<file path="src/hw/rtl/assert_macros.svh">
// Assertion macros shared by the hash counter RTL.
`ifndef ASSERT_MACROS_SVH
`define ASSERT_MACROS_SVH

// Checked at every clock edge outside reset.
`define KCH_ASSERT(lbl, clk, rst_n, prop, msg) \
    lbl: assert property (@(posedge clk) disable iff (!rst_n) prop) \
        else $error(msg);

// Checked at every clock edge, reset included.
`define KCH_ASSERT_ALWAYS(lbl, clk, prop, msg) \
    lbl: assert property (@(posedge clk) prop) \
        else $error(msg);

`endif

</file>
<file path="src/hw/rtl/kch_pkg.sv">
// Types and constants of the counting hash table.
package kch_pkg;

    localparam int SLOTS = 1024;
    localparam int SLOT_AW = $clog2(SLOTS);

    localparam int KEY_W = 64;
    localparam int CNT_W = 32;
    localparam int ITEMS_W = 11;
    localparam int PADDR_W = 3;
    localparam int PDATA_W = 32;

    localparam logic [KEY_W-1:0] EMPTY_KEY = '1;
    localparam logic [CNT_W-1:0] CNT_MAX = '1;
    localparam logic [ITEMS_W-1:0] LOAD_LIMIT_RESET = 11'd768;

    localparam logic REG_LOAD_LIMIT = 1'b0;

    localparam logic CMD_ADD = 1'b0;
    localparam logic CMD_LOOKUP = 1'b1;

    typedef logic [1:0] t_status;
    localparam t_status STAT_EXIST = 2'd0;
    localparam t_status STAT_NEW = 2'd1;
    localparam t_status STAT_NOTFOUND = 2'd2;
    localparam t_status STAT_FULL = 2'd3;

    typedef struct packed {
        logic cmd;
        logic [KEY_W-1:0] key;
    } t_in_word;

    typedef struct packed {
        t_status status;
        logic [CNT_W-1:0] count;
        logic [ITEMS_W-1:0] stored_keys;
    } t_out_word;

endpackage

</file>
<file path="src/hw/rtl/kch_cfg.sv">
// Configuration register port holding the load limit.
module kch_cfg import kch_pkg::*; (
    input  logic               i_clk,
    input  logic               i_rst_n,
    input  logic               psel,
    input  logic               penable,
    input  logic               pwrite,
    input  logic [PADDR_W-1:0] paddr,
    input  logic [PDATA_W-1:0] pwdata,
    output logic [PDATA_W-1:0] prdata,
    output logic               pready,
    output logic [ITEMS_W-1:0] o_load_limit
);

    logic [ITEMS_W-1:0] r_load_limit;
    logic               wr_limit;

    assign wr_limit = psel && penable && pwrite && (paddr[2] == REG_LOAD_LIMIT);

    always_ff @(posedge i_clk) begin
        if (!i_rst_n) begin
            r_load_limit <= LOAD_LIMIT_RESET;
        end else if (wr_limit) begin
            r_load_limit <= pwdata[ITEMS_W-1:0];
        end
    end

    always_comb begin
        prdata = '0;
        if (paddr[2] == REG_LOAD_LIMIT) begin
            prdata = {{(PDATA_W-ITEMS_W){1'b0}}, r_load_limit};
        end
    end

    assign pready = 1'b1;
    assign o_load_limit = r_load_limit;

endmodule

</file>
<file path="config.mk">
export PLATFORM = sky130hd
export DESIGN_NAME = kch_cfg
export DESIGN_NICKNAME = d
export VERILOG_FILES = /design/src/hw/rtl/assert_macros.svh /design/src/hw/rtl/kch_pkg.sv /design/src/hw/rtl/kch_cfg.sv
export SDC_FILE = /design/constraint.sdc
export NUM_CORES = 1
export LEC_CHECK = 0
export ABC_AREA = 1
export BUFFER_PORTS_ARGS = -buffer_cell sky130_fd_sc_hd__buf_4
export CAP_MARGIN = 10
export CORE_UTILIZATION = 30
export DETAILED_ROUTE_END_ITERATION = 6
export PLACE_DENSITY = 0.83
export SLEW_MARGIN = 25
export SYNTH_ARGS = -nofsm -noshare
export SYNTH_HDL_FRONTEND = slang
export SYNTH_SLANG_ARGS = --single-unit
</file>
<file path="constraint.sdc">
create_clock -name i_clk -period 0.8 [get_ports i_clk]
set_clock_uncertainty 0.15 [all_clocks]
set_input_delay 0 -clock i_clk [delete_from_list [all_inputs] [get_ports i_clk]]
set_output_delay 0 -clock i_clk [all_outputs]
set_load 0.005 [all_outputs]
</file>
==> results of run 1 <==
-- how the worst max path moves through the flow --
stage | depth (start not counted) | to | slack [ns]
2_1_floorplan | 5 | o_load_limit[8]$_SDFFE_PN1P_ | 0.07
3_3_place_gp | 6 | o_load_limit[10]$_SDFFE_PN0P_ | -0.13
3_5_place_dp | 6 | o_load_limit[5]$_SDFFE_PN0P_ | -0.16
4_1_cts | 3 | prdata[4] | -0.20
5_1_grt | 3 | prdata[5] | -0.24
6_report | 3 | prdata[5] | -0.21
-- timing repair --
item | 4_1_cts | 5_1_grt
setup endpoints to repair | 22 | 28
pin swaps | 3 | 3
endpoints found under the hold margin | 11 | 11
cloned | 0 | 0
gates resized for setup | 21 | 13
setup buffers | 2 | 2
-- layout by cell type, fill, tap and decap left out, types with 10 or more instances in the layout --
master   count
buf_4       35
buf_6       13
conb_1      22
dfxtp_2     10
inv_1       19
nand2_1     15
nand3_1     10
nor2_1      27
-- critical path: stages, from the launching register on --
cell,delay [ns]
dfxtp_4,0.37
inv_2,0.03
nor2_1,0.09
buf_4,0.11
-- power groups by stage --
stage / sequential (mW) / clock (mW) / combinational [mW]
6_report: 0.586 / 0.387 / 0.308
2_1_floorplan: 0.594 / 0 / 0.196
3_3_place_gp: 0.594 / 0 / 0.259
4_1_cts: 0.588 / 0.380 / 0.287
5_1_grt: 0.588 / 0.411 / 0.345
3_5_place_dp: 0.594 / 0 / 0.264
-- metal layers --
metal	vias up	GRT usage, %	share of wire, %
li1	395	-	-
met1	314	13.93	41
met2	32	21.65	52
met3	4	2.679	5.4
met4	0	5.405	1.4
met5	-	0	0
-- cell type report --
class	instances	area, um^2	share of cell area, %
clock buffer	4	26.28	2.273
inverter	23	90.09	7.792
multi-input combinational	80	336.6	29.11
sequential	11	236.5	20.45
tap	28	35.03	3.030
timing repair buffer	50	431.7	37.34
-- cells by family (layout without fill, tap and decap cells) --
family                 Yosys count  in the layout
buffers and inverters           48             77
DFF                             11             11
other                            2             22
and+or+nand+nor                 58             58
-- per-stage QoR --
step	hold slack (ns)	utilization [%]
4_1_cts	-0.1568	48.78
3_5_place_dp	0.07287	43.95
3_3_place_gp	0.06246	43.95
6_report	-0.1506	51.28
2_1_floorplan	-0.1189	-
5_1_grt	-0.1473	51.28
==> reports/metrics.yaml, run 1 <==
setup_path:
  critPathCaptureType: "output pin"
  r2r-end: "o_load_limit[9]$_SDFFE_PN1P_"
  reg2reg_from: "o_load_limit[9]$_SDFFE_PN1P_"
  path_class: "flip-flop to output pin"
  start_kind: "flip-flop"
  r2r_setup_slack_ns: -0.05
  cp_max_fo: 3
  required_ns: 0.65
  r2r_cells: 3
  cp.arrival_ns: 0.86
  crit_start: "o_load_limit[5]$_SDFFE_PN0P_"
global_routing:
  grt_pass1_wl_mm: 2.359
  grt_max_degree: 12
  grt_antenna_before_repair: 0
  overflow: 0
  track_usage_pct: 12.27
  grt_pass1_vias: 567
pwr:
  p_seq_share_pct: 45.7
  p_switching_mw: 0.3512
  p_leak_nw: 0.6477
  finalPower_mw: 1.281
  vdd_ir_drop_max_mv: 0.6427
  p_int_mw: 0.9294
  powerDensity_nw_per_um2: 1108
  p_clk_share_pct: 30.2
  p_sw_share_pct: 27.42
  p_comb_share_pct: 24.1
logic_synthesis:
  ys_types: 11
  synth_area_leader_cell: "dfxtp_1"
  synth_simple_gate_area_share_pct: 32.25
  yosys_warnings: 0
  syn_avg_cell_area_um2: 6.161
  synth_edf_count: 0
  syn_area_um2: 733.2
  synth_top_family_by_area: "buffers and inverters"
  synth_area_leaders: "dfxtp_1, buf_4, nor2_1, inv_1, nand2_1"
  yosys-top-cells-count: "nor2_1, buf_4, inv_1, nand2_1"
  muxShareOfSynthArea_pct: 0
  netlist.area_leader.share_pct: 30.03
  synth_cells: 119
  yosys_register_bits: 11
  synth_compound_area_share_pct: 0
  synth_fa_ha_area_share_pct: 0
  synthFlopType: "dfxtp_1"
  seq_area_frac_synth_pct: 30.03
  yosysMostFrequentCell: "nor2_1"
  async_flop_share_pct: 0
  synth-xor-area-share_pct: 0
min_path:
  worstHoldStart: "i_rst_n"
  hold_path.class: "input port to flip-flop"
  min_path_cells: 2
  hold_path_end: "o_load_limit[9]$_SDFFE_PN1P_"
timing:
  period_share_pct: 126.2
  rsz0062_at_grt: "true"
  setup_slack_ns: -0.2094
  fmax_mhz: 990.7
  finalHoldViolCount: 11
  fin_crit_ns: 1.009
  finalSetupViolations: 24
  maxSlewViolCount: 0
  fin_setup_tns_ns: -3.185
  holdWs_ns: -0.1506
job:
  drv_cap: 0
drt:
  drt-pass1-iter-count: 4
  drt_wl_total_mm: 1.678
  initialDrtViolationCount: 3
  drt-vias-per-instance: 3.801
  vias: 745
  drtAntennaViolNets: 0
  wl_per_cell_um: 8.561
  drc_errors: 0
placement:
  dpl_cell_area_um2: 991.0
  place_hpwl_mm: 1.205
  pre_cts_slack_ns: -0.1608
  dp.cells: 186
  place_congestion: 0.6726
  portBuffers: 38
cells_and_area:
  layout-drive-gt1-share_pct: 42.86
  diodes: 0
  largest_reg_flops: 11
  synthToLayoutAreaGrowth_pct: 57.68
  fillCellCount: 221
  fin_cells: 196
  final_area_um2: 1156
  fin_nets: 209
floorplanning:
  die_w_um: 51.44
  start_util_pct: 32.52
  core.rowCount: 17
  dieArea_um2: 2646
  ios: 84
  fp.dieH_um: 51.44
  core_area_um2: 2255
clock_tree:
  clk_pin_slew_ns: 0.07
  clkLatencyLatePin_ns: 0.26
  htreeDepth: 1
  cts_root_buf: "clkbuf_4"
  cts_buffers: 3
  cts_num_sinks: 11
  cts_tree: "built"
  holdBufCountCts: 2
  clock_path_buffers: 2
run_status:
  violations: "hold timing, setup timing"
  status: "finished with violations"
Note: power is estimated with default switching activity, not from simulation.
==> inputs of run 2 (changes only) <==
ABC_AREA = not set   (was 1)
CORE_UTILIZATION = 29   (was 30)
PLACE_DENSITY = 0.82   (was 0.83)
==> run 2 against run 1 <==
Compared with the run above:
- the run still ends with hold timing, setup timing left
- hold slack got worse by 0.017 ns
- clock power fell by 5%
- synthesized cell count fell by 29%
- design area rose by 12%
- critical path type unchanged
==> reports/metrics.yaml, run 2 <==
run_status:
  status: "finished with violations"
  violations: "hold timing, setup timing"
setup_path:
  crit_slowest_cell: "dfxtp_2"
  start_kind: "flip-flop"
  r2r-end: "o_load_limit[3]$_SDFFE_PN0P_"
  cp.arrival_ns: 0.88
  cp_max_fo: 3
  required_ns: 0.65
  path_class: "flip-flop to output pin"
  slowest_delay_ns: 0.36
  critPathCaptureType: "output pin"
  cp_cell_sequence: "nor2b_4, buf_6"
  reg2reg_from: "o_load_limit[3]$_SDFFE_PN0P_"
  r2r_cells: 4
  r2r_setup_slack_ns: -0.10
cells_and_area:
  largest_reg_flops: 11
  fillCellCount: 224
  mostFrequentLayoutCell: "buf_6"
  fin_nets: 183
  fin_cells: 170
  layout-drive-gt1-share_pct: 54.23
  mostFrequentLayoutCells: "buf_6, buf_4, conb_1"
  synthToLayoutAreaGrowth_pct: 80.91
  diodes: 0
drt:
  drt_wl_total_mm: 1.793
  drt-pass1-iter-count: 4
  drc_errors: 0
  wl_per_cell_um: 10.55
  initialDrtViolationCount: 7
  drt-vias-per-instance: 3.976
  vias: 676
  drtAntennaViolNets: 0
clock_tree:
  clkLatencyLatePin_ns: 0.26
  clk_pin_slew_ns: 0.07
  cts_root_buf: "clkbuf_4"
  cts_tree: "built"
  htreeDepth: 1
  cts_buffers: 3
  clock_path_buffers: 2
  holdBufCountCts: 9
  cts_num_sinks: 11
pwr:
  p_leak_nw: 0.5919
  vdd_ir_drop_max_mv: 1.029
  powerDensity_nw_per_um2: 951.2
min_path:
  min_path_cells: 3
  hold_path.class: "input port to flip-flop"
  hold_path_end: "o_load_limit[8]$_SDFFE_PN1P_"
  worstHoldStart: "pwdata[8]"
timing:
  fin_crit_ns: 1.025
  fmax_mhz: 975.2
  finalSetupViolations: 28
  setup_slack_ns: -0.2254
  holdWs_ns: -0.1675
  rsz0062_at_grt: "true"
  finalHoldViolCount: 11
  period_share_pct: 128.2
  maxSlewViolCount: 0
floorplanning:
  die_w_um: 51.64
  dieArea_um2: 2666
  start_util_pct: 31.39
  core_area_um2: 2276
  ios: 84
  core.rowCount: 17
  fp.dieH_um: 51.64
global_routing:
  grt_pass1_wl_mm: 2.256
  overflow: 0
  grt_antenna_before_repair: 0
  track_usage_pct: 11.87
  grt_max_degree: 23
  met3_usage_pct: 6.433
  met2_usage_pct: 24.24
  gr-max-usage-layer: "met2"
  grt_util_met1_pct: 10.58
  grt_pass1_vias: 533
logic_synthesis:
  synth_cells: 84
  synthFlopType: "dfxtp_1"
  synth_edf_count: 0
  synth_area_leader_cell: "dfxtp_1"
  seq_area_frac_synth_pct: 30.82
  yosys-top-cells-count: "buf_4, nand2_1, nor2b_1, dfxtp_1, mux2i_1"
  netlist.area_leader.share_pct: 30.82
  syn_area_um2: 714.4
  yosys_warnings: 0
  async_flop_share_pct: 0
  yosysMostFrequentCell: "buf_4"
  ys_types: 10
  yosys_register_bits: 11
  synth_area_leaders: "dfxtp_1, buf_4, mux2i_1, nor2b_1, nand2_1"
  syn_avg_cell_area_um2: 8.505
job:
  drv_cap: 0
placement:
  place_congestion: 0.5917
  portBuffers: 38
  dp.cells: 145
  place_hpwl_mm: 1.135
-- run 2: per-layer routing --
metal	vias up	wire, um
met4	0	0
li1	333	-
met5	-	0
met1	310	589
met2	33	1087
met3	0	116
-- run 2: worst max-delay path by stage --
stage	start	endpoint	slack (ns)	cells after the start
after CTS	o_load_limit[8]$_SDFFE_PN1P_	prdata[8]	-0.22	2
after detailed placement	paddr[2]	o_load_limit[9]$_SDFFE_PN1P_	-0.25	3
after floorplan	paddr[2]	o_load_limit[0]$_SDFFE_PN0P_	-0.04	3
after global placement	paddr[2]	o_load_limit[5]$_SDFFE_PN0P_	-0.21	3
final	o_load_limit[6]$_SDFFE_PN0P_	prdata[6]	-0.23	2
after global routing	o_load_limit[6]$_SDFFE_PN0P_	prdata[6]	-0.26	2
-- run 2: worst max-delay path, delay by kind of cell, from the launching register on --
family	cells	cell delay, ns
flip-flops	1	0.36
AND/OR/NAND/NOR	1	0.15
buffers and inverters	1	0.10
-- run 2: logic make-up (layout without fill, tap and decap cells) --
kind of cell	Yosys count	after routing	synth area share [%]
buffers and inverters	26	64	28.02
DFF	11	11	30.82
other	2	22	1.051
and+or+nand+nor	34	34	24.69
muxes	11	11	15.41
-- run 2: stage by stage --
stage / area (um^2) / worst slack [ns] / setup TNS, ns / util [%] / power (mW)
2_1_floorplan: 789.5 / -0.04295 / -0.4295 / - / 0.7536
3_3_place_gp: 917.1 / -0.2056 / -2.225 / 40.30 / 0.7729
3_5_place_dp: 917.1 / -0.2491 / -2.550 / 40.30 / 0.7789
4_1_cts: 1117 / -0.2217 / -3.228 / 49.09 / 1.208
5_1_grt: 1292 / -0.2647 / -5.084 / 56.79 / 1.312
6_report: 1292 / -0.2254 / -3.869 / 56.79 / 1.229
-- run 2: report_power, final --
group | total (mW) | switching, mW | leakage (nW) | internal, mW
Combinational | 0.289 | 0.118 | 0.484 | 0.172
Sequential | 0.571 | 0.00941 | 0.0925 | 0.562
Clock | 0.369 | 0.176 | 0.0150 | 0.193
Total | 1.23 | 0.304 | 0.592 | 0.926
-- run 2: repair_timing --
action                                  CTS  global route
buffers inserted                          3             9
endpoints found under the hold margin    11            11
resized for setup                        23            27
endpoints found under the setup margin   22            26
-- run 2: layout make-up --
cell class	count	area, um^2	share of cell area, %
sequential	11	234.0	18.10
multi-input combinational	67	426.7	33.01
tap	28	35.03	2.711
clock buffer	4	26.28	2.033
timing repair buffer	60	570.5	44.14
==> inputs of run 3 (changes only) <==
CORE_UTILIZATION = 32   (was 29)
PLACE_DENSITY = 0.85   (was 0.82)
clock period = 1.1 ns   (was 0.8 ns; I/O delays follow)
==> run 3 against run 2 <==
Compared with the run above:
- sequential share of layout area increased by 2.8 points
- via count fell by 3.8%
- cell count fell by 5.9%
- highest routed layer unchanged
- the flow now finishes without violations
- global-route usage up 2.9 points
- combinational power is 38% lower
==> reports/metrics.yaml, run 3 (synthesis gave the netlist of run 2 again) <==
run_status:
  status: "finished, final reports clean"
drt:
  drt-vias-per-instance: 4.063
  drt_wl_total_mm: 1.570
  vias: 650
  wl_per_cell_um: 9.813
  drc_errors: 0
  drtAntennaViolNets: 0
  drt-pass1-iter-count: 2
  initialDrtViolationCount: 2
floorplanning:
  ios: 84
  die_w_um: 49.25
  core.rowCount: 16
  fp.dieH_um: 49.25
  start_util_pct: 35.33
  core_area_um2: 2022
  dieArea_um2: 2426
clock_tree:
  cts_root_buf: "clkbuf_4"
  htreeDepth: 1
  clock_path_buffers: 2
  cts_num_sinks: 11
  cts_buffers: 3
  post-cts-setup-buffers: 0
  cts_tree: "built"
  clkLatencyLatePin_ns: 0.25
  clk_pin_slew_ns: 0.07
setup_path:
  start_kind: "flip-flop"
  cp_max_fo: 3
  path_buf_inv: 1
  path_class: "flip-flop to output pin"
  cp_cell_sequence: "nor2b_1, buf_4"
  crit_slowest_cell: "dfxtp_1"
  critPathTopFamily: "flip-flops"
  r2r_setup_slack_ns: 0.31
  slowest_delay_ns: 0.35
  critPathCaptureType: "output pin"
  required_ns: 0.95
  cp.arrival_ns: 0.88
global_routing:
  grt_antenna_before_repair: 0
  grt_pass1_wl_mm: 2.711
  track_usage_pct: 14.77
  overflow: 0
  grt_max_degree: 23
  grt_pass1_vias: 668
cells_and_area:
  fin_nets: 174
  largest_reg_flops: 11
  synthToLayoutAreaGrowth_pct: 49.04
  mostFrequentLayoutCells: "buf_4, conb_1, nand2_1"
  fillCellCount: 197
  mostFrequentLayoutCell: "buf_4"
  layout-drive-gt1-share_pct: 33.83
  fin_cells: 160
  diodes: 0
timing:
  rsz0062_at_grt: "false"
  finalHoldViolCount: 0
  period_share_pct: 93.54
  fin_setup_tns_ns: 0
  fin_crit_ns: 1.029
  finalSetupViolations: 0
  fmax_mhz: 971.8
  setup_slack_ns: 0.07101
  maxSlewViolCount: 0
pwr:
  vdd_ir_drop_max_mv: 0.5343
  powerDensity_nw_per_um2: 808.3
  p_leak_nw: 0.5117
  finalPower_mw: 0.8607
placement:
  place_hpwl_mm: 1.060
  portBuffers: 38
  place_congestion: 0.6682
  pre_cts_slack_ns: 0.04264
  dp.cells: 144
job:
  drv_cap: 0
min_path:
  hold_path.class: "input port to flip-flop"
==> run 3: cell count changes in the layout (fill, tap and decap cells not counted), moves of 6 or more <==
cell / change
buf_6: -26
buf_4: +14
dfxtp_1: +9
dfxtp_2: -9
nor2b_1: +6
nor2b_4: -6
==> run 3: where the power goes <==
group	leakage, nW	internal [mW]	total, mW	switching [mW]
Clock	0.0150	0.140	0.269	0.129
Combinational	0.408	0.106	0.178	0.0725
Sequential	0.0891	0.407	0.413	0.00586
Total	0.512	0.653	0.861	0.208
==> run 3: worst min-delay path, cell delays in order <==
cell and delay, ns:
buf_4 0.08, and4b_4 0.27, mux2i_1 0.13
==> run 3: cell type report <==
| class | count | area [um^2] | share of cell area, % |
|---|---|---|---|
| Clock buffer | 4 | 26.28 | 2.468 |
| Multi-Input combinational cell | 67 | 369.1 | 34.67 |
| Sequential cell | 11 | 222.7 | 20.92 |
| Tap cell | 27 | 33.78 | 3.173 |
| Timing Repair Buffer | 51 | 412.9 | 38.78 |
==> run 3: metal layers <==
metal | track usage (%) | part of all wire, %
met1 | 12.78 | 36
met2 | 31.05 | 57
met3 | 4.050 | 6.7
met4 | 4.902 | 0
met5 | 0 | 0
==> run 3: path summary, 6_finish.rpt <==
check | cells after the start | endpoint | startpoint
worst max-delay path | 2 | prdata[3] | o_load_limit[3]$_SDFFE_PN0P_
worst max register to register | 2 | o_load_limit[10]$_SDFFE_PN0P_ | o_load_limit[10]$_SDFFE_PN0P_
worst min-delay path | 3 | o_load_limit[4]$_SDFFE_PN0P_ | paddr[2]
worst min register to register | 2 | o_load_limit[4]$_SDFFE_PN0P_ | o_load_limit[4]$_SDFFE_PN0P_
==> run 3: what timing repair did <==
item,in CTS,in global routing
setup endpoints to repair,0,2
hold buffers,12,0
resized for setup,0,2
endpoints found under the hold margin,11,0
==> run 3: metrics by stage <==
stage                     hold WS (ns)  utilization, %  cell area (um^2)
final                           0.1091           52.66              1065
after global placement          0.1048           45.30             915.9
after global routing            0.1235           52.66              1065
after CTS                       0.1087           52.54              1062
after floorplan              -0.007897               -             789.5
after detailed placement        0.1170           45.30             915.9
