==> config.mk <==
export PLATFORM = sky130hd
export DESIGN_NAME = kch_ctrl
export DESIGN_NICKNAME = d
export VERILOG_FILES = /design/src/hw/rtl/kch_pkg.sv /design/src/hw/rtl/kch_ctrl.sv
export VERILOG_INCLUDE_DIRS = /design/src /design/src/hw/rtl
export SDC_FILE = /design/constraint.sdc
export NUM_CORES = 1
export LEC_CHECK = 0
export ABC_AREA = 1
export BUFFER_PORTS_ARGS = -buffer_cell sky130_fd_sc_hd__buf_2
export CORE_MARGIN = 4
export CORE_UTILIZATION = 50
export DETAILED_ROUTE_END_ITERATION = 12
export PLACE_DENSITY_LB_ADDON = 0.12
export SYNTH_ARGS = -nofsm -noshare
export SYNTH_HDL_FRONTEND = slang
export SYNTH_SLANG_ARGS = --single-unit
export TNS_END_PERCENT = 1
==> constraint.sdc <==
create_clock -name i_clk -period 9.8 [get_ports i_clk]
set_clock_uncertainty 0.15 [all_clocks]
set_input_delay 0.49 -clock i_clk [delete_from_list [all_inputs] [get_ports i_clk]]
set_output_delay 0.49 -clock i_clk [all_outputs]
set_load 0.02 [all_outputs]
==> src/hw/rtl/assert_macros.svh <==
// Assertion macros shared by the hash counter RTL.
`ifndef ASSERT_MACROS_SVH
`define ASSERT_MACROS_SVH

// Checked at every clock edge outside reset.
`define KCH_ASSERT(lbl, clk, rst_n, prop, msg) \
    lbl: assert property (@(posedge clk) disable iff (!rst_n) prop) \
        else $error(msg);

// Checked at every clock edge, reset included.
`define KCH_ASSERT_ALWAYS(lbl, clk, prop, msg) \
    lbl: assert property (@(posedge clk) prop) \
        else $error(msg);

`endif

==> src/hw/rtl/kch_pkg.sv <==
// Types and constants of the counting hash table.
package kch_pkg;

    localparam int SLOTS = 1024;
    localparam int SLOT_AW = $clog2(SLOTS);

    localparam int KEY_W = 64;
    localparam int CNT_W = 32;
    localparam int ITEMS_W = 11;
    localparam int PADDR_W = 3;
    localparam int PDATA_W = 32;

    localparam logic [KEY_W-1:0] EMPTY_KEY = '1;
    localparam logic [CNT_W-1:0] CNT_MAX = '1;
    localparam logic [ITEMS_W-1:0] LOAD_LIMIT_RESET = 11'd768;

    localparam logic REG_LOAD_LIMIT = 1'b0;

    localparam logic CMD_ADD = 1'b0;
    localparam logic CMD_LOOKUP = 1'b1;

    typedef logic [1:0] t_status;
    localparam t_status STAT_EXIST = 2'd0;
    localparam t_status STAT_NEW = 2'd1;
    localparam t_status STAT_NOTFOUND = 2'd2;
    localparam t_status STAT_FULL = 2'd3;

    typedef struct packed {
        logic cmd;
        logic [KEY_W-1:0] key;
    } t_in_word;

    typedef struct packed {
        t_status status;
        logic [CNT_W-1:0] count;
        logic [ITEMS_W-1:0] stored_keys;
    } t_out_word;

endpackage

==> src/hw/rtl/kch_ctrl.sv <==
// Probe sequencer: clearing pass, slot probing, count update and result register.
`include "assert_macros.svh"

module kch_ctrl import kch_pkg::*; (
    input  logic               i_clk,
    input  logic               i_rst_n,
    input  logic               i_in_valid,
    output logic               o_in_stall,
    input  t_in_word           i_in_data,
    output logic               o_out_valid,
    input  logic               i_out_stall,
    output t_out_word          o_out_data,
    input  logic [ITEMS_W-1:0] i_load_limit,
    output logic               o_key_we,
    output logic               o_cnt_we,
    output logic [SLOT_AW-1:0] o_waddr,
    output logic [SLOT_AW-1:0] o_raddr,
    output logic [KEY_W-1:0]   o_key_wdata,
    output logic [CNT_W-1:0]   o_cnt_wdata,
    input  logic [KEY_W-1:0]   i_key_rdata,
    input  logic [CNT_W-1:0]   i_cnt_rdata
);

    localparam int AW = SLOT_AW;

    localparam logic [1:0] ST_CLEAR = 2'd0;
    localparam logic [1:0] ST_IDLE = 2'd1;
    localparam logic [1:0] ST_PROBE = 2'd2;
    localparam logic [1:0] ST_RESULT = 2'd3;

    localparam logic [AW:0] PROBE_MAX = (AW+1)'(SLOTS);
    localparam logic [AW-1:0] LAST_SLOT = AW'(SLOTS - 1);

    function automatic logic [AW-1:0] f_home(input logic [KEY_W-1:0] k);
        logic [AW-1:0] h;
        h = '0;
        for (int b = 0; b < KEY_W; b++) begin
            h[b % AW] = h[b % AW] ^ k[b];
        end
        return h;
    endfunction

    logic [1:0]         r_state, n_state;
    logic [AW-1:0]      r_clr, n_clr;
    logic               r_cmd, n_cmd;
    logic [KEY_W-1:0]   r_key, n_key;
    logic [AW-1:0]      r_slot, n_slot;
    logic [AW:0]        r_step, n_step;
    logic [ITEMS_W-1:0] r_items, n_items;
    t_status            r_status, n_status;
    logic [CNT_W-1:0]   r_count, n_count;
    logic               r_out_valid, n_out_valid;
    t_out_word          r_out, n_out;

    logic               hit;
    logic               empty;
    logic [CNT_W-1:0]   cnt_inc;
    logic [AW-1:0]      step_slot;
    logic               out_free;

    assign hit = (i_key_rdata == r_key);
    assign empty = (i_key_rdata == EMPTY_KEY);
    assign cnt_inc = (i_cnt_rdata == CNT_MAX) ? i_cnt_rdata : i_cnt_rdata + 32'd1;
    assign step_slot = r_slot + r_step[AW-1:0];
    assign out_free = !r_out_valid || !i_out_stall;

    always_comb begin
        n_state = r_state;
        n_clr = r_clr;
        n_cmd = r_cmd;
        n_key = r_key;
        n_slot = r_slot;
        n_step = r_step;
        n_items = r_items;
        n_status = r_status;
        n_count = r_count;
        n_out_valid = r_out_valid && i_out_stall;
        n_out = r_out;
        o_key_we = 1'b0;
        o_cnt_we = 1'b0;
        o_waddr = r_slot;
        o_raddr = f_home(i_in_data.key);
        o_key_wdata = r_key;
        o_cnt_wdata = cnt_inc;
        case (r_state)
            ST_CLEAR: begin
                o_key_we = 1'b1;
                o_cnt_we = 1'b1;
                o_waddr = r_clr;
                o_key_wdata = EMPTY_KEY;
                o_cnt_wdata = '0;
                n_clr = r_clr + AW'(1);
                if (r_clr == LAST_SLOT) begin
                    n_state = ST_IDLE;
                end
            end
            ST_IDLE: begin
                if (i_in_valid) begin
                    n_cmd = i_in_data.cmd;
                    n_key = i_in_data.key;
                    n_slot = f_home(i_in_data.key);
                    n_step = (AW+1)'(1);
                    n_count = '0;
                    if (i_in_data.key == EMPTY_KEY) begin
                        n_status = (i_in_data.cmd == CMD_LOOKUP) ? STAT_NOTFOUND : STAT_FULL;
                        n_state = ST_RESULT;
                    end else begin
                        n_state = ST_PROBE;
                    end
                end
            end
            ST_PROBE: begin
                o_raddr = step_slot;
                n_count = '0;
                if (hit) begin
                    n_status = STAT_EXIST;
                    n_state = ST_RESULT;
                    if (r_cmd == CMD_LOOKUP) begin
                        n_count = i_cnt_rdata;
                    end else begin
                        o_cnt_we = 1'b1;
                        n_count = cnt_inc;
                    end
                end else if (empty) begin
                    n_state = ST_RESULT;
                    if (r_cmd == CMD_LOOKUP) begin
                        n_status = STAT_NOTFOUND;
                    end else if (r_items < i_load_limit) begin
                        o_key_we = 1'b1;
                        o_cnt_we = 1'b1;
                        o_cnt_wdata = 32'd1;
                        n_items = r_items + 11'd1;
                        n_status = STAT_NEW;
                        n_count = 32'd1;
                    end else begin
                        n_status = STAT_FULL;
                    end
                end else if (r_step == PROBE_MAX) begin
                    n_status = (r_cmd == CMD_LOOKUP) ? STAT_NOTFOUND : STAT_FULL;
                    n_state = ST_RESULT;
                end else begin
                    n_slot = step_slot;
                    n_step = r_step + (AW+1)'(1);
                end
            end
            ST_RESULT: begin
                if (out_free) begin
                    n_out_valid = 1'b1;
                    n_out.status = r_status;
                    n_out.count = r_count;
                    n_out.stored_keys = r_items;
                    n_state = ST_IDLE;
                end
            end
            default: begin
                n_state = ST_IDLE;
            end
        endcase
    end

    always_ff @(posedge i_clk) begin
        if (!i_rst_n) begin
            r_state <= ST_CLEAR;
            r_clr <= '0;
            r_items <= '0;
            r_out_valid <= 1'b0;
        end else begin
            r_state <= n_state;
            r_clr <= n_clr;
            r_items <= n_items;
            r_out_valid <= n_out_valid;
        end
    end

    always_ff @(posedge i_clk) begin
        r_cmd <= n_cmd;
        r_key <= n_key;
        r_slot <= n_slot;
        r_step <= n_step;
        r_status <= n_status;
        r_count <= n_count;
        r_out <= n_out;
    end

    assign o_in_stall = (r_state != ST_IDLE);
    assign o_out_valid = r_out_valid;
    assign o_out_data = r_out;

    `KCH_ASSERT(a_items_step, i_clk, i_rst_n,
        (r_items != $past(r_items)) |-> (r_items == $past(r_items) + 11'd1),
        "stored key count moved by other than one")
    `KCH_ASSERT(a_write_in_probe, i_clk, i_rst_n,
        (o_key_we && r_state != ST_CLEAR) |-> (r_state == ST_PROBE && empty && r_cmd == CMD_ADD),
        "key written outside an insert")

endmodule

==> summary.md, run 1 <==
| Metric | Value |
|---|---|
| Outcome | complete, no violations |
| Internal reg-to-reg setup slack | 6510 ps |
| Share of the synthesized area in the top cell type | 43.0% |
| Worst setup margin | 6220 ps |
| RSZ-0062 raised after global routing | false |
| Filler instances | 2047 |
| Routed len/inst | 17.9 µm |
| Gpl congestion | 0.939 |
| Syn-to-layout area delta | 21.9% |
| Drc violations | 0 |
| Setup Buffers After CTS | 0 |
| Flop pwr share | 39.8% |
| Initial DRC count | 953 |
| Multi-input logic area | 5140 µm² |
| Worst Path Required | 9160 ps |
| Root buf cell | clkbuf_16 |
| Seq. cell area | 5440 µm² |
| Ports | 341 |
| WHS | 108 ps |
| Max IR drop VDD | 0.149 mV |
| Via density | 5.21 |
| Place WS | 6320 ps |
| Pleak | 6.36 nW |
| Num Clock Sinks | 189 |
| ANT nets after route | 0 |
| Clock Latency Late Sink | 440 ps |
| Comb power frac | 32.7% |
| CTS tree | yes |
| Slowest Stage Delay on Critical Path | 500 ps |
| Crit path capture type | output port |
| Final Instance Area | 14100 µm² |
| Main synth FF type | edfxtp_1 |
| Number of global-route vias before repair | 10200 |
| Utilization after layout | 62.1% |
| Placed cell areas | 13500 µm² |
| PwrDens | 181 nW/µm² |
| Register area share after synthesis | 47.1% |
| Crit path DAT | 2940 ps |
| Syn nets | 1636 |
| Post-synth EDFFs | 165 |
| Dpl cells | 2029 |
| Slew Limit Fails | 0 |
| All-Layer GR Usage | 28.3% |
| Cell count after synthesis | 1431 |
| Fmax | 279 MHz |
| H-tree depth | 4 |
| Hold-fix buffers, CTS | 0 |
| FP Rows | 55 |
| Area of the core | 22600 µm² |
| Post-route minimum period | 3580 ps |
| Synth warn | 0 |
| Final Total Pwr | 2.54 mW |
| Crit path cell chain | clkinv_1 > buf_4 > nand4_1 > nor2_4 > nand3_4 > o21ai_4 > nor2_1 > buf_2 |
| Commonest non-fill, non-tap cells in the layout | nand2_1 (404), buf_2 (340), inv_1 (202) |
| DR pass1 iterations | 6 |
| Net Switching | 957 µW |
| Number of setup violations in the final report | 0 |
| Final non-filler cell total | 2061 |
| Netlist cell types | 46 |
| Layout net count | 1968 |
| CP Launch Type | register |
| HPWL after DPL | 29300 µm |
| Final hold vios | 0 |
| Post-synth ARST share | 0% |
| TNS Setup | 0 ps |
| Int Pwr | 1.58 mW |
| Initial Utilization | 50.9% |
| Clock power frac | 27.6% |
| Max Buffers Root-to-Sink | 2 |
| Routed WL | 37000 µm |
| Sw Share | 37.7% |
| Number of max-cap violations | 0 |
| Commonest non-fill, non-tap cell in the layout | nand2_1 |
| Worst Tran Pin Value | 1120 ps |
| Yosys reg bits | 189 |
| Largest net degree at the start of global routing | 75 |
| Crit Path Category | reg -> out |
| Crit share post-route | 36.5% |
| Syn Area/Cell | 8.06 µm² |
| Synth top area cells | edfxtp_1 (43%), nand2_1 (13%), inv_1 (6.6%), nor2_1 (5.1%), dfxtp_1 (4.2%) |
| Relative slew slack | 25.0% |
| Yosys top cell by area | edfxtp_1 |
| Hold crit path type | in -> reg |
| IO buf count | 340 |
| # diodes | 0 |
| Via Count | 10700 |
| Clock slew at reported path FFs | 70 ps |
| First-pass GRT wire length | 56500 µm |
| Area of the mapped netlist | 11500 µm² |
| Layout cells sized above 1 | 23.9% |
| Chip Width | 160 µm |
| Chip Height | 160 µm |
| Post-cts sizing count | 0 |
| Slowest CP cell | buf_4 |
| Initial antenna violation count | 4 |
| Overflow after GRT | 0 |
| Critical Path Fanout Max | 63 |
| Die footprint | 25600 µm² |
| CTS Buf Count | 17 |
power groups by stage:
stage / clock network, mW / logic [mW] / registers [mW]
2_1_floorplan: 0 / 0.534 / 1.02
3_3_place_gp: 0 / 0.824 / 1.02
3_5_place_dp: 0 / 0.833 / 1.03
4_1_cts: 0.706 / 0.836 / 1.01
5_1_grt: 0.744 / 0.908 / 1.02
6_report: 0.701 / 0.831 / 1.01
sequential cells by signal, indices dropped and copies added, names as in the netlist:
register / cells
o_out_data: 45
o_out_valid: 1
r_clr: 10
r_cmd: 1
r_count: 32
r_items: 11
r_key: 64
r_slot: 10
r_state: 2
r_status: 2
r_step: 11
routing by layer:
| metal | GRT usage (%) | share of wire, % | vias to the layer above |
|---|---|---|---|
| met1 | 36.5 | 42 | 4939 |
| met2 | 48.2 | 48 | 439 |
| li1 | - | - | 5304 |
| met3 | 6.09 | 7.6 | 58 |
| met4 | 8.21 | 2.5 | 8 |
| met5 | 0 | 0.14 | - |
worst max-delay path, delay by kind of cell (launching register included):
kind            cells  cell delay, ps
simple gates        4             900
flops               1             430
compound gates      1             350
buf+inv             3             760
Yosys cell counts, drive strengths merged, types with 2 or more instances:
library cell  instances
nor3b                 3
buf                  12
ha                   28
xnor2                38
a31oi                 8
a21o                  2
o21ai                78
nor3                 36
inv                 209
nand4                40
a21oi                75
edfxtp              165
nand2               410
nand3b                2
dfxtp                24
xor2                 51
o22ai                 3
o211ai                2
or2                  13
nand3                34
clkbuf               21
nor2                164
nor4                  5
worst paths after layout:
path / start / endpoint / cells past startpoint
setup / recovery: r_cmd$_DFFE_PP_ / o_cnt_wdata[24] / 8
hold / removal: i_in_data[27] / r_key[27]$_DFFE_PP_ / 1
setup reg to reg: r_state[0]$_SDFFE_PN0P_ / r_slot[1]$_DFFE_PP_ / 6
hold reg to reg: r_count[11]$_SDFFCE_PN0P_ / o_out_data[22]$_DFFE_PP_ / 0
kinds of logic (layout without fill, tap and decap cells):
logic type,Yosys count,in the layout,share of synthesized area (%)
and+or+nand+nor,708,708,26.3
buffers and inverters,243,588,8.47
DFF,189,189,47.1
AOI/OAI and AO/OA,172,172,8.05
xor gates and xnor gates,89,89,6.76
adders and majority gates,29,29,3.21
muxes,1,1,0.0868
cell type report:
cell class / count / area share (%)
flip-flops and latches: 189 / 38.7
well taps: 285 / 2.54
inverters: 210 / 5.61
clock inverters: 14 / 1.07
repair buffers: 346 / 12.4
clock buffers: 18 / 3.12
multi-input cells: 999 / 36.6
Note: power is estimated with default switching activity, not from simulation.
==> run 2: changes to the inputs <==
==> constraint.sdc (replaced) <==
create_clock -name i_clk -period 3.65 [get_ports i_clk]
set_clock_uncertainty 0.15 [all_clocks]
set_input_delay 0.1825 -clock i_clk [delete_from_list [all_inputs] [get_ports i_clk]]
set_output_delay 0.1825 -clock i_clk [all_outputs]
set_load 0.02 [all_outputs]
==> run 2 against run 1 <==
Effect of this change: first-iteration DRC count increased by 7.5%; final area increased by 5.5%; non-clock buffer count increased by 79; total power increased to 2.7 times the previous value; critical path type unchanged; critical endpoint is now o_raddr[8]; largest cell class unchanged.
==> summary.md, run 2 (synthesized netlist as in run 1, its figures left out) <==
| Metric | Value |
|---|---|
| FP Rows | 55 (unchanged) |
| Gpl congestion | 0.940 (+0.15%) |
| Placed cell areas | 13500 µm² (+0.59%) |
| Routed WL | 38200 µm (+3.4%) |
| HPWL after DPL | 30000 µm (+2.7%) |
| Top reg by flops | r_key |
| Clock Latency Late Sink | 440 ps (about the same) |
| Root buf cell | clkbuf_16 |
| Commonest non-fill, non-tap cell in the layout | nand2_1 |
| Utilization after layout | 65.5% (+3.4 points) |
| CP Launch Type | register |
| Clock slew at reported path FFs | 70 ps (about the same) |
| Outcome | complete, no violations |
| Die footprint | 25600 µm² (unchanged) |
| Post-cts sizing count | 0 (unchanged) |
| Int Pwr | 4.29 mW (+170%) |
| Final hold vios | 0 (unchanged) |
| Fmax | 319 MHz |
| Comb power frac | 33.9% (+1.2 points) |
| RSZ-0062 raised after global routing | false |
| Layout cells sized above 1 | 23.3% (-0.64 points) |
| PwrDens | 465 nW/µm² (+160%) |
| Crit path capture type | output port |
| Worst Tran Pin Value | 877 ps (-243 ps) |
| Max IR drop VDD | 0.355 mV (+140%) |
| Initial antenna violation count | 3 (-1) |
| Net Switching | 2.60 mW (+170%) |
| CTS Buf Count | 17 (unchanged) |
| Drc violations | 0 (unchanged) |
| Routed len/inst | 17.8 µm (-0.55%) |
| H-tree depth | 4 (unchanged) |
| Hold crit path type | in -> reg |
| Hold-fix buffers, CTS | 70 (+70) |
| TNS Setup | 0 ps (unchanged) |
| Via density | 5.23 (+0.22%) |
| Chip Width | 160 µm (unchanged) |
| Pleak | 6.69 nW (+5.1%) |
| Crit path DAT | 2800 ps (-140 ps) |
| Number of setup violations in the final report | 0 (unchanged) |
| Sw Share | 37.8% (+0.091 points) |
| Crit share post-route | 85.8% |
| CTS tree | yes |
| Clock power frac | 26.9% (-0.7 points) |
| Via Count | 11200 (+4.2%) |
| Relative slew slack | 41.3% (+16 points) |
| Number of max-cap violations | 0 (unchanged) |
| Largest net degree at the start of global routing | 63 (-16%) |
| Overflow after GRT | 0 (unchanged) |
| Layout net count | 2047 (+4.0%) |
| Initial Utilization | 50.9% (unchanged) |
| Slew Limit Fails | 0 (unchanged) |
| All-Layer GR Usage | 28.9% (+0.62 points) |
| First-pass GRT wire length | 58400 µm (+3.2%) |
| Setup Buffers After CTS | 0 (unchanged) |
| Area of the core | 22600 µm² (unchanged) |
| DR pass1 iterations | 6 (unchanged) |
| Num Clock Sinks | 189 (unchanged) |
| Chip Height | 160 µm (unchanged) |
| Syn-to-layout area delta | 28.6% |
| Crit Path Category | reg -> out |
| Number of global-route vias before repair | 10800 (+6.1%) |
| Final Instance Area | 14800 µm² (+5.5%) |
| Ports | 341 (unchanged) |
| Commonest non-fill, non-tap cells in the layout | nand2_1 (404), buf_2 (340), inv_1 (202) |
| Initial DRC count | 1024 (+7.5%) |
| Critical Path Fanout Max | 4 (-94%) |
| ANT nets after route | 0 (unchanged) |
| IO buf count | 340 (unchanged) |
| Worst Path Required | 3320 ps (-5840 ps) |
| Max reg flops | 64 (unchanged) |
| Post-route minimum period | 3130 ps |
| Max Buffers Root-to-Sink | 2 (unchanged) |
| Flop pwr share | 39.3% (-0.5 points) |
==> run 2: cell types whose count changed in the layout (fill, tap and decap cells not counted), sizes merged <==
cell         change
clkinv           -2
inv              +1
clkinvlp         +2
buf              +9
diode            +3
dlygate4sd3     +70
clkbuf           -1
==> run 2: worst paths after layout <==
check / cells past startpoint / slack [ps] / startpoint / to
max: 16 / 520 / r_step[0]$_SDFFCE_PN1P_ / o_raddr[8]
max reg2reg: 8 / 950 / r_state[0]$_SDFFE_PN0P_ / r_slot[2]$_DFFE_PP_
min reg2reg: 0 / 270 / r_count[0]$_SDFFCE_PN0P_ / o_out_data[11]$_DFFE_PP_
min: 3 / 10 / i_cnt_rdata[1] / r_count[1]$_SDFFCE_PN0P_
==> run 2: per-stage QoR <==
step	power [mW]	hold WS (ps)	instances	setup WS, ps
3_5_place_dp	5.01	235	2038	798
3_3_place_gp	4.98	239	2038	824
2_1_floorplan	4.17	131	1431	283
6_report	6.90	10.0	2143	518
5_1_grt	7.24	24.5	2143	219
4_1_cts	6.90	4.63	2140	545
==> run 2: metal layers <==
layer  vias to the layer above  routed length [µm]  global-route usage, %
met5                         -                   0                      0
met4                         0                 766                   7.70
met3                        46                2790                   5.86
met2                       486               18600                   50.0
met1                      5198               16000                   37.2
li1                       5470                   -                      -
==> run 2: power groups by stage <==
stage                     registers (mW)  clock network, mW  logic, mW
after floorplan                     2.73                  0       1.44
after global placement              2.75                  0       2.24
after detailed placement            2.75                  0       2.26
after CTS                           2.70               1.87       2.33
after global routing                2.73               1.98       2.54
final                               2.71               1.85       2.33
==> run 2: final cells by class <==
cell class	count	area, µm²
clock inverters	15	150
clock buffers	17	425
diodes	3	7.51
well taps	285	357
fillers	1956	7810
inverters	210	788
multi-input cells	999	5140
flip-flops and latches	189	5440
repair buffers	425	2530
==> run 2: worst max-delay path: stages (launching register included) <==
cell and delay, ps:
edfxtp_1 410, ha_1 230, inv_1 100, fa_1 380, inv_1 90, nand3_1 80
nand2_1 110, inv_1 60, nor2_1 120, nor2_1 50, nor2_1 110, o21ai_0 100
nand2_1 80, a21oi_1 60, o21ai_0 70, nand2_1 120, buf_2 210
